<file path="src/sv/cpu6502_execute_unit_macros.svh">
// assertion macros for the 6502 execute unit
`ifndef CPU6502_EXECUTE_UNIT_MACROS_SVH
`define CPU6502_EXECUTE_UNIT_MACROS_SVH

// property checked on every rising clock edge outside reset
`define CEU_ASSERT(label, prop, msg) \
    label: assert property (@(posedge aclk) disable iff (!aresetn) (prop)) else $error(msg);

// property checked on every rising clock edge, reset included
`define CEU_ASSERT_ALWAYS(label, prop, msg) \
    label: assert property (@(posedge aclk) (prop)) else $error(msg);

`endif

</file>
<file path="src/sv/ceu_pkg.sv">
// shared types and constants for the 6502 execute unit
`default_nettype none
package ceu_pkg;

    localparam logic [7:0] FLAG_C = 8'h01;
    localparam logic [7:0] FLAG_Z = 8'h02;
    localparam logic [7:0] FLAG_I = 8'h04;
    localparam logic [7:0] FLAG_D = 8'h08;
    localparam logic [7:0] FLAG_B = 8'h10;
    localparam logic [7:0] FLAG_U = 8'h20;
    localparam logic [7:0] FLAG_V = 8'h40;
    localparam logic [7:0] FLAG_N = 8'h80;

    localparam logic [7:0] SP_RESET     = 8'hFD;
    localparam logic [7:0] STATUS_RESET = 8'h24;

    localparam int IN_W  = 16;
    localparam int OUT_W = 56;

    // result request: fields from the highest bit down
    typedef struct packed {
        logic       not_executed;
        logic       branch_taken;
        logic [7:0] write_data;
        logic       write_enable;
        logic [7:0] status_out;
        logic [7:0] sp_out;
        logic [7:0] y_out;
        logic [7:0] x_out;
        logic [7:0] acc_out;
    } result_t;

    function automatic logic [7:0] with_nz(input logic [7:0] p, input logic [7:0] v);
        logic [7:0] q;
        q = p & ~(FLAG_N | FLAG_Z);
        if (v == 8'h00) q = q | FLAG_Z;
        q = q | (v & FLAG_N);
        return q;
    endfunction

endpackage
`default_nettype wire

</file>
<file path="src/sv/cpu6502_execute_unit.sv">
// 6502 execute unit: register file, alu and flag logic behind a stream interface
// Each request is an opcode and its operand byte; the unit updates A, X, Y, SP
// and the status byte and returns one result per request with the new register
// values, any memory or stack write byte, the branch decision and a
// not-executed flag. A request goes via the alu into the result register, so
// one request is accepted per clock while results are taken; the registers
// update on acceptance, so back-to-back requests see each other's effects.
// The result register parts the two sides: a new request enters when the
// result is empty or being taken. Decimal mode is not implemented.
`default_nettype none
module cpu6502_execute_unit (
    input  wire logic                       aclk,
    input  wire logic                       aresetn,
    input  wire logic                       s_tvalid,
    output logic                            s_tready,
    input  wire logic [ceu_pkg::IN_W-1:0]   s_tdata,   // op[7:0], operand[15:8]
    output logic                            m_tvalid,
    input  wire logic                       m_tready,
    output logic [ceu_pkg::OUT_W-1:0]       m_tdata    // acc_out, x_out, y_out, sp_out,
                                                       // status_out, write_enable,
                                                       // write_data, branch_taken,
                                                       // not_executed, 5 zero bits
);
    import ceu_pkg::*;

    logic [7:0] a_reg, x_reg, y_reg, s_reg, p_reg;
    logic [7:0] a_next, x_next, y_next, s_next, p_next;
    logic [7:0] wd_next;
    logic       we_next, br_next, nx_next;
    logic       out_valid_reg;
    result_t    out_reg;
    logic       accept;

    logic [7:0] op, m;
    logic [8:0] sum;
    logic [7:0] add_m, add_r, cmp_src, sh_in, sh_r;
    logic [8:0] cmp_diff;
    logic       sh_cout;

    assign op = s_tdata[7:0];
    assign m  = s_tdata[15:8];

    assign s_tready = !out_valid_reg || m_tready;
    assign accept   = s_tvalid && s_tready;

    always_comb begin
        // shared adder: adc, or sbc with inverted operand
        add_m = (op[7:5] == 3'd7) ? ~m : m;
        sum   = {1'b0, a_reg} + {1'b0, add_m} + {8'h00, p_reg[0]};
        add_r = sum[7:0];
        // shared comparator register select
        unique case (op[7:5])
            3'd6:    cmp_src = (op[1:0] == 2'b01) ? a_reg : y_reg;
            default: cmp_src = (op[1:0] == 2'b01) ? a_reg : x_reg;
        endcase
        cmp_diff = {1'b0, cmp_src} - {1'b0, m};
        // shared shifter: accumulator or memory form
        sh_in = op[2] ? m : a_reg;
        if (!op[6]) begin
            sh_cout = sh_in[7];
            sh_r    = {sh_in[6:0], op[5] & p_reg[0]};
        end else begin
            sh_cout = sh_in[0];
            sh_r    = {op[5] & p_reg[0], sh_in[7:1]};
        end
    end

    always_comb begin
        a_next  = a_reg;
        x_next  = x_reg;
        y_next  = y_reg;
        s_next  = s_reg;
        p_next  = p_reg;
        wd_next = 8'h00;
        we_next = 1'b0;
        br_next = 1'b0;
        nx_next = 1'b0;
        if (op[1:0] == 2'b01 && op != 8'h89) begin
            unique case (op[7:5])
                3'd0: begin a_next = a_reg | m; p_next = with_nz(p_reg, a_next); end
                3'd1: begin a_next = a_reg & m; p_next = with_nz(p_reg, a_next); end
                3'd2: begin a_next = a_reg ^ m; p_next = with_nz(p_reg, a_next); end
                3'd4: begin we_next = 1'b1; wd_next = a_reg; end
                3'd5: begin a_next = m; p_next = with_nz(p_reg, m); end
                3'd6: p_next = with_nz({p_reg[7:1], ~cmp_diff[8]}, cmp_diff[7:0]);
                default: begin
                    a_next = add_r;
                    p_next = with_nz({p_reg[7], ~(a_reg[7] ^ add_m[7]) & (a_reg[7] ^ add_r[7]),
                                      p_reg[5:1], sum[8]}, add_r);
                end
            endcase
        end else begin
            unique case (op)
                8'h0A, 8'h2A, 8'h4A, 8'h6A: begin
                    a_next = sh_r;
                    p_next = with_nz({p_reg[7:1], sh_cout}, sh_r);
                end
                8'h06, 8'h0E, 8'h16, 8'h1E, 8'h26, 8'h2E, 8'h36, 8'h3E,
                8'h46, 8'h4E, 8'h56, 8'h5E, 8'h66, 8'h6E, 8'h76, 8'h7E: begin
                    wd_next = sh_r; we_next = 1'b1;
                    p_next  = with_nz({p_reg[7:1], sh_cout}, sh_r);
                end
                8'hE6, 8'hEE, 8'hF6, 8'hFE: begin
                    wd_next = m + 8'h01; we_next = 1'b1; p_next = with_nz(p_reg, wd_next);
                end
                8'hC6, 8'hCE, 8'hD6, 8'hDE: begin
                    wd_next = m - 8'h01; we_next = 1'b1; p_next = with_nz(p_reg, wd_next);
                end
                8'h84, 8'h8C, 8'h94: begin we_next = 1'b1; wd_next = y_reg; end
                8'h86, 8'h8E, 8'h96: begin we_next = 1'b1; wd_next = x_reg; end
                8'hA0, 8'hA4, 8'hAC, 8'hB4, 8'hBC: begin
                    y_next = m; p_next = with_nz(p_reg, m);
                end
                8'hA2, 8'hA6, 8'hAE, 8'hB6, 8'hBE: begin
                    x_next = m; p_next = with_nz(p_reg, m);
                end
                8'hC0, 8'hC4, 8'hCC, 8'hE0, 8'hE4, 8'hEC:
                    p_next = with_nz({p_reg[7:1], ~cmp_diff[8]}, cmp_diff[7:0]);
                8'h24, 8'h2C: begin
                    p_next = (p_reg & ~(FLAG_N | FLAG_V | FLAG_Z)) | (m & (FLAG_N | FLAG_V));
                    if ((a_reg & m) == 8'h00) p_next = p_next | FLAG_Z;
                end
                8'h8A: begin a_next = x_reg; p_next = with_nz(p_reg, x_reg); end
                8'h98: begin a_next = y_reg; p_next = with_nz(p_reg, y_reg); end
                8'hAA: begin x_next = a_reg; p_next = with_nz(p_reg, a_reg); end
                8'hA8: begin y_next = a_reg; p_next = with_nz(p_reg, a_reg); end
                8'hBA: begin x_next = s_reg; p_next = with_nz(p_reg, s_reg); end
                8'h9A: s_next = x_reg;
                8'hE8: begin x_next = x_reg + 8'h01; p_next = with_nz(p_reg, x_next); end
                8'hC8: begin y_next = y_reg + 8'h01; p_next = with_nz(p_reg, y_next); end
                8'hCA: begin x_next = x_reg - 8'h01; p_next = with_nz(p_reg, x_next); end
                8'h88: begin y_next = y_reg - 8'h01; p_next = with_nz(p_reg, y_next); end
                8'h48: begin we_next = 1'b1; wd_next = a_reg; s_next = s_reg - 8'h01; end
                8'h08: begin
                    we_next = 1'b1; wd_next = p_reg | FLAG_B; s_next = s_reg - 8'h01;
                end
                8'h68: begin
                    s_next = s_reg + 8'h01; a_next = m; p_next = with_nz(p_reg, m);
                end
                8'h28: begin s_next = s_reg + 8'h01; p_next = m | FLAG_U; end
                8'h18: p_next = p_reg & ~FLAG_C;
                8'h38: p_next = p_reg | FLAG_C;
                8'h58: p_next = p_reg & ~FLAG_I;
                8'h78: p_next = p_reg | FLAG_I;
                8'hD8: p_next = p_reg & ~FLAG_D;
                8'hF8: p_next = p_reg | FLAG_D;
                8'hB8: p_next = p_reg & ~FLAG_V;
                8'h10: br_next = (p_reg & FLAG_N) == 8'h00;
                8'h30: br_next = (p_reg & FLAG_N) != 8'h00;
                8'h50: br_next = (p_reg & FLAG_V) == 8'h00;
                8'h70: br_next = (p_reg & FLAG_V) != 8'h00;
                8'h90: br_next = (p_reg & FLAG_C) == 8'h00;
                8'hB0: br_next = (p_reg & FLAG_C) != 8'h00;
                8'hD0: br_next = (p_reg & FLAG_Z) == 8'h00;
                8'hF0: br_next = (p_reg & FLAG_Z) != 8'h00;
                8'hEA: ;
                default: nx_next = 1'b1;
            endcase
        end
    end

    always_ff @(posedge aclk) begin
        if (!aresetn) begin
            a_reg         <= 8'h00;
            x_reg         <= 8'h00;
            y_reg         <= 8'h00;
            s_reg         <= SP_RESET;
            p_reg         <= STATUS_RESET;
            out_valid_reg <= 1'b0;
        end else begin
            if (accept) begin
                a_reg <= a_next;
                x_reg <= x_next;
                y_reg <= y_next;
                s_reg <= s_next;
                p_reg <= p_next;
                out_valid_reg <= 1'b1;
            end else if (m_tready) begin
                out_valid_reg <= 1'b0;
            end
        end
    end

    always_ff @(posedge aclk) begin
        if (accept) begin
            out_reg <= '{not_executed: nx_next, branch_taken: br_next,
                         write_data: wd_next, write_enable: we_next,
                         status_out: p_next, sp_out: s_next, y_out: y_next,
                         x_out: x_next, acc_out: a_next};
        end
    end

    assign m_tvalid = out_valid_reg;
    assign m_tdata  = {5'b00000, out_reg.not_executed, out_reg.branch_taken,
                       out_reg.write_data, out_reg.write_enable, out_reg.status_out,
                       out_reg.sp_out, out_reg.y_out, out_reg.x_out, out_reg.acc_out};

`include "cpu6502_execute_unit_macros.svh"

    `CEU_ASSERT(a_status_bit5, !m_tvalid || m_tdata[37], "status bit 5 clear in result")
    `CEU_ASSERT(a_wd_zero, !m_tvalid || m_tdata[40] || m_tdata[48:41] == 8'h00, "write data without write enable")
    `CEU_ASSERT(a_nx_quiet, !m_tvalid || !m_tdata[50] || !m_tdata[40] && !m_tdata[49], "not executed result has side effects")
    `CEU_ASSERT(a_ready, !out_valid_reg |-> s_tready, "not ready while result register empty")
    `CEU_ASSERT_ALWAYS(a_reset_empty, !aresetn |=> !m_tvalid, "result valid right after reset")

endmodule
`default_nettype wire

</file>
<file path="config.mk">
export PLATFORM = sky130hd
export DESIGN_NAME = cpu6502_execute_unit
export DESIGN_NICKNAME = d
export VERILOG_FILES = /design/src/sv/ceu_pkg.sv /design/src/sv/cpu6502_execute_unit.sv
export VERILOG_INCLUDE_DIRS = /design/src /design/src/sv
export SDC_FILE = /design/constraint.sdc
export NUM_CORES = 1
export LEC_CHECK = 0
export BUFFER_PORTS_ARGS = -buffer_cell sky130_fd_sc_hd__buf_4
export CAP_MARGIN = 5
export CORE_UTILIZATION = 40
export DETAILED_ROUTE_END_ITERATION = 7
export GPL_TIMING_DRIVEN = 0
export PLACE_DENSITY = 0.61
export SETUP_SLACK_MARGIN = 0.3
export SYNTH_ARGS = -nofsm -noshare
export SYNTH_HDL_FRONTEND = slang
export SYNTH_SLANG_ARGS = --single-unit
</file>
<file path="constraint.sdc">
create_clock -name aclk -period 7.4 [get_ports aclk]
set_clock_uncertainty 0.2 [all_clocks]
set_input_delay 1.48 -clock aclk [delete_from_list [all_inputs] [get_ports aclk]]
set_output_delay 1.48 -clock aclk [all_outputs]
set_load 0.02 [all_outputs]
</file>
==> results of run 1 <==
-- critical path, cell delays in order --
cell and delay (ps):
buf_4 110, clkbuf_2 260, clkbuf_2 390, buf_2 340, clkbuf_2 400, clkbuf_2 440
nand2_2 270, xnor2_1 250, fa_1 220, inv_1 60, fa_1 430, a211o_1 340
a211o_1 290, a221oi_1 600, nor4_1 180, a311oi_2 510, inv_1 120, a21oi_1 220
nor3_1 70
-- worst max path at each step --
stage / start / to / slack [ps] / cells after the start
2_1_floorplan: s_tdata[5] / m_tdata[33]$_DFFE_PP_ / 1200 / 18
3_5_place_dp: s_tdata[5] / m_tdata[33]$_DFFE_PP_ / -1380 / 19
6_report: s_tdata[5] / m_tdata[33]$_DFFE_PP_ / 290 / 19
3_3_place_gp: s_tdata[5] / m_tdata[33]$_DFFE_PP_ / -1490 / 19
5_1_grt: s_tdata[5] / m_tdata[33]$_DFFE_PP_ / 360 / 19
4_1_cts: s_tdata[5] / m_tdata[33]$_DFFE_PP_ / 370 / 19
-- power breakdown --
group	total [W]	leakage (nW)	internal, W	switching [W]
Combinational	0.000492	2.80	0.000160	0.000332
Clock	0.000452	0.134	0.000232	0.000220
Sequential	0.000593	0.822	0.000571	0.0000228
Total	0.00154	3.76	0.000963	0.000574
-- kinds of logic after synthesis --
logic type,after synthesis
adder cells (fa/ha/maj),55
multiplexers,31
other,1
AND/OR/NAND/NOR,439
flip-flops,92
buffers and inverters,144
AO/OA/AOI/OAI,331
XOR/XNOR,49
-- stage by stage --
step                std cells  util, %
finish                   1513    46.33
global route             1513    46.33
CTS                      1512    46.28
detailed placement       1496    44.96
global placement         1494    44.82
floorplan                1146        -
-- area by class of cell --
| cell class | instances | area share (%) |
|---|---|---|
| inverters | 39 | 1.448 |
| clock inverters | 6 | 0.4702 |
| repair buffers | 71 | 5.371 |
| multi-input cells | 910 | 59.37 |
| clock buffers | 10 | 2.265 |
| plain buffers | 105 | 4.344 |
| well taps | 280 | 3.465 |
| flip-flops and latches | 92 | 23.26 |
-- cell usage in the layout, fill, tap and decap left out, drive strengths merged, types with 37 or more instances in the layout --
cell type | Yosys | layout
clkbuf | 83 | 94
o21ai | 69 | 69
dfxtp | 41 | 41
nand2 | 132 | 132
inv | 33 | 37
buf | 22 | 92
nor3 | 45 | 45
nor2 | 95 | 95
edfxtp | 51 | 51
xnor2 | 39 | 39
a21oi | 73 | 73
ha | 52 | 52
-- per-layer routing --
| metal | up-vias | global-route usage (%) | routed length, um |
|---|---|---|---|
| met5 | - | 0 | 15 |
| met4 | 2 | 19.35 | 2416 |
| met3 | 141 | 6.747 | 4441 |
| met2 | 682 | 56.55 | 18180 |
| met1 | 4897 | 52.66 | 18030 |
| li1 | 4430 | - | - |
-- repair_timing --
action                                  4_1_cts  5_1_grt
endpoints found under the setup margin        9        2
resized for setup                             6        1
hold endpoints to repair                      0        0
buffers inserted                              0        0
==> reports/metrics.yaml, run 1 <==
status: "complete, no violations"
grt_remaining_overflow: 0
routed_wl_mm: 43.08
grt_pass1_vias: 9291
cp-end-kind: "flop"
power_w: 0.001538
grt_max_degree: 41
diodes: 0
worstSkewPairLatency_ps: 370
clock_sinks: 92
ir_drop_mv: 0.1022
drc: 0
dieWidth_um: 151.2
synth_ff_type: "edfxtp_1"
synth-edff-count: 51
synth_most_common_cell: "nand2_1"
die_h_um: 151.2
muxShareOfSynthArea_pct: 4.342
wl_per_cell_um: 28.48
hold_viol_final: 0
synth_xor_area_share_pct: 4.819
n_fill_cell: 2272
firstDrtPassIters: 5
cp.required_ps: 7310
power_leakage_nw: 3.758
place_area_mm2: 0.009812
cts_made_buffers: 9
finish.instance_area_mm2: 0.01011
grt_pass1_wl_mm: 62.31
crit_arrival_ps: 7020
slew_headroom_pct: 21.78
yosys-top-cells-area: "edfxtp_1, dfxtp_1, ha_1"
tightest_slew_ps: 1164
core_mm2: 0.02182
timing.rr.end: "m_tdata[33]$_DFFE_PP_"
fin_setup_tns_ps: 0
min-delay-start: "p_reg[4]$_SDFFE_PN0P_"
start_util_pct: 40.80
whs_endpoint: "p_reg[4]$_SDFFE_PN0P_"
clockBufferDepth: 2
setup_violations: 0
cts_hold_buffers: 0
synth_warnings: 0
fin_crit_ps: 7107
synthAdderAreaFrac_pct: 7.981
avgSynthCellArea_um2: 7.798
synth_top_family_by_area: "compound AO/OA/AOI/OAI gates"
synth_commonest_cells: "nand2_1, nor2_1, clkbuf_1"
ios: 78
synth-seq-area-share_pct: 26.42
grt_usage_pct: 38.16
post-place-ws_ps: -1384
rr_worst_depth: 13
syn_inst: 1142
htreeDepth: 3
regArea_mm2: 0.002352
vias_per_cell: 6.710
yosys.area_share.simple_pct: 24.48
whs_ps: 312.7
antenna_found_initial: 1
synth_compound_area_share_pct: 25.43
finalNetCount: 1303
initialDrtViolationCount: 1360
syn_area_mm2: 0.008905
cp_max_fo: 10
clockRootBuffer: "clkbuf_16"
p_per_area_mw_per_mm2: 152.1
path_class: "input port to flop"
ys_seq_elements: 92
dieArea_mm2: 0.02286
routabilityCongestion: 1.034
min_path_cells: 2
cp-start-kind: "input port"
yosysTopAreaCell: "edfxtp_1"
cap_violations: 0
slew_violations: 0
multi_input_area_mm2: 0.006003
num_vias: 10150
yosysUniqueCellTypes: 82
fin_crit_sh_pct: 96.04
area_growth_pct: 13.54
clkTransAtPathRegs_ps: 70
ant_nets: 0
fmax_mhz: 140.7
layout-drive-gt1-share_pct: 10.71
largest_reg_flops: 51
r2r_setup_slack_ps: 2710
dp_hpwl_mm: 32.03
cts_tree: "done"
synthArstFlopShare_pct: 0
row_count: 54
reg2reg_from: "a_reg[0]$_SDFFE_PN0P_"
rsz0062_at_grt: "no"
hold_path.class: "flop to flop"
fin_ws_ps: 293.3
synth_top_area_share_pct: 17.20
port_buffers: 68
No activity file was read; power rests on OpenSTA's default activity.
==> inputs of run 2 (changes only) <==
PLACE_DENSITY = 0.57   (was 0.61)
TNS_END_PERCENT = 1   (was not set)
clock period = 5.9 ns   (was 7.4 ns; I/O delays follow)
==> run 2 against run 1 <==
  * Highest routed layer is now met4
  * Sequential share of layout area shrank 0.19 points
  * Combinational power increased by 26%
  * Critical path type unchanged
  * Via count fell by 2.3%
  * Critical endpoint unchanged
  * Critical path depth fell by 1
  * Sequential power up 25%
  * Final cell count fell by 0.20%
  * Clock power increased by 48%
  * First-iteration DRC count fell by 4.7%
  * Die area unchanged
==> reports/metrics.yaml, run 2 (synthesis gave the netlist of run 1 again) <==
finalNetCount: 1300  # -0.23%
power_leakage_nw: 3.784  # +0.69%
r2r_setup_slack_ps: 1340  # -1370 ps
port_buffers: 68  # unchanged
finish.instance_area_mm2: 0.01019  # +0.82%
ir_drop_mv: 0.1274  # +25%
ios: 78  # unchanged
wl_per_cell_um: 28.47  # about the same
cp-start-kind: "input port"
diodes: 0  # unchanged
crit_arrival_ps: 5600  # -1420 ps
crit_top_cell: "buf_4"
cp.required_ps: 5800  # -1510 ps
hold_path.class: "flop to flop"
fin_crit_ps: 5700
clockBufferDepth: 2  # unchanged
grt_pass1_vias: 8966  # -3.5%
path_class: "input port to flop"
dieWidth_um: 151.2  # unchanged
timing.rr.end: "p_reg[0]$_SDFFE_PN0P_"
cts_made_buffers: 9  # unchanged
grt_max_degree: 42  # +2.4%
dp_hpwl_mm: 32.59  # +1.8%
start_util_pct: 40.80  # unchanged
cts_hold_buffers: 0  # unchanged
cp_max_fo: 13  # +3
layout_commonest_cell: "nand2_1"
initialDrtViolationCount: 1296  # -4.7%
dieArea_mm2: 0.02286  # unchanged
core_mm2: 0.02182  # unchanged
status: "complete, no violations"
cp-end-kind: "flop"
tightest_slew_ps: 1428  # +263.7 ps
die_h_um: 151.2  # unchanged
clock_sinks: 92  # unchanged
layout-drive-gt1-share_pct: 10.89  # +0.19 points
place_area_mm2: 0.009812  # unchanged
cts_tree: "done"
area_growth_pct: 14.47
fmax_mhz: 175.4
critical_path_buf_inv_count: 7  # -1
grt_pass1_wl_mm: 61.22  # -1.8%
slowest_stage: "a311oi_2"
drc: 0  # unchanged
min_path_cells: 1  # -1
n_fill_cell: 2227  # -2.0%
grt_usage_pct: 37.63  # -0.53 points
clockRootBuffer: "clkbuf_16"
grt_remaining_overflow: 0  # unchanged
antenna_found_initial: 0  # -1
cpPeakStageDelay_ps: 480  # -120 ps
crit_chain: "buf_4 > clkbuf_4 > buf_4 > buf_4 > clkbuf_8 > nand2_2 > xnor2_2 > fa_1 > inv_1 > fa_1 > a211o_1 > a211o_1 > a221oi_4 > nor4_1 > a311oi_2 > inv_1 > a21oi_1 > nor3_1"
clkTransAtPathRegs_ps: 80  # about the same
htreeDepth: 3  # unchanged
whs_endpoint: "p_reg[5]$_SDFFE_PN1P_"
cap_violations: 0  # unchanged
post-place-ws_ps: -1706  # -321.8 ps
worstSkewPairLatency_ps: 360  # about the same
post_cts_buffers: 0  # unchanged
fin_crit_sh_pct: 96.61
slew_headroom_pct: 3.920  # -18 points
ant_nets: 0  # unchanged
reg2reg_from: "x_reg[1]$_SDFFE_PN0P_"
rr_worst_depth: 14  # +1
rsz0062_at_grt: "yes"
fin_ws_ps: 200.2  # -93.09 ps
firstDrtPassIters: 6  # +1
p_per_area_mw_per_mm2: 199.7  # +31%
setup_violations: 0  # unchanged
critPathTopFamily: "compound AO/OA/AOI/OAI gates"
vias_per_cell: 6.571  # -2.1%
routed_wl_mm: 43.00  # -0.20%
min-delay-start: "p_reg[5]$_SDFFE_PN1P_"
slew_violations: 0  # unchanged
hold_viol_final: 0  # unchanged
num_vias: 9922  # -2.3%
row_count: 54  # unchanged
routabilityCongestion: 1.038  # +0.32%
largest_reg_flops: 51  # unchanged
final_cell_mix: "nand2_1, nor2_1, clkbuf_1"
## run 2: cell count changes in the layout (fill, tap and decap cells not counted), moves of 2 or more
cell / before / now
clkbuf_2: 4 / 0
buf_2: 9 / 7
buf_4: 74 / 76
bufinv_16: 0 / 2
nor2_1: 95 / 93
nor2_2: 0 / 2
## run 2: routing by layer
metal / track usage [%] / vias up / wire length [um] / part of all wire [%]
met4: 20.65 / 0 / 2432 / 5.7
met3: 8.193 / 109 / 4389 / 10
met2: 55.02 / 596 / 17980 / 42
met1: 50.99 / 4794 / 18190 / 42
met5: 0 / - / 0 / 0
li1: - / 4423 / - / -
## run 2: power by group
group	switching, W	internal (W)	total, W
combinational	0.000416	0.000205	0.000621
clock	0.000292	0.000380	0.000671
sequential	0.0000278	0.000715	0.000743
## run 2: what timing repair did
| action | in CTS | in global routing |
|---|---|---|
| endpoints found under the setup margin | 18 | 7 |
| cloned | 0 | 0 |
| pin swaps | 1 | 1 |
| gates resized for setup | 10 | 4 |
## run 2: worst register-to-register path: stages, from the launching register on
cell and delay, ps:
dfxtp_1 460, clkbuf_1 660, inv_1 400, nor2_1 190, a211oi_1 90, a21oi_1 190
ha_1 260, nor2b_1 150, o31ai_1 280, a21oi_1 190, a21oi_1 270, nor2b_1 130
o32ai_1 440, o2111ai_1 310, o21a_1 250
## run 2: layout make-up
type | count | area [um^2] | area share, %
tap | 280 | 350.3 | 3.437
multi-input combinational | 910 | 6033 | 59.19
timing repair buffer | 69 | 530.5 | 5.204
clock inverter | 7 | 105.1 | 1.031
sequential | 92 | 2352 | 23.08
clock buffer | 9 | 225.2 | 2.209
inverter | 39 | 146.4 | 1.436
buffer | 104 | 450.4 | 4.419
## run 2: how the worst max path moves through the flow
stage	cells after the start	from	to	slack, ps
floorplan	18	s_tdata[5]	m_tdata[33]$_DFFE_PP_	340
global placement	19	s_tdata[5]	m_tdata[33]$_DFFE_PP_	-1630
detailed placement	19	s_tdata[5]	m_tdata[33]$_DFFE_PP_	-1710
CTS	16	s_tdata[6]	p_reg[0]$_SDFFE_PN0P_	300
global route	18	s_tdata[5]	m_tdata[33]$_DFFE_PP_	100
finish	18	s_tdata[5]	m_tdata[33]$_DFFE_PP_	200
## run 2: metrics by stage
step / util (%) / power [W] / instances / TNS [ps] / hold slack [ps]
5_1_grt: 46.71 / 0.002103 / 1510 / 0 / 304.2
2_1_floorplan: - / 0.001123 / 1146 / 0 / 231.2
3_3_place_gp: 44.84 / 0.001349 / 1494 / -10810 / 255.6
4_1_cts: 46.65 / 0.002024 / 1510 / 0 / 278.4
3_5_place_dp: 44.96 / 0.001348 / 1495 / -10990 / 263.2
6_report: 46.71 / 0.002036 / 1510 / 0 / 281.3
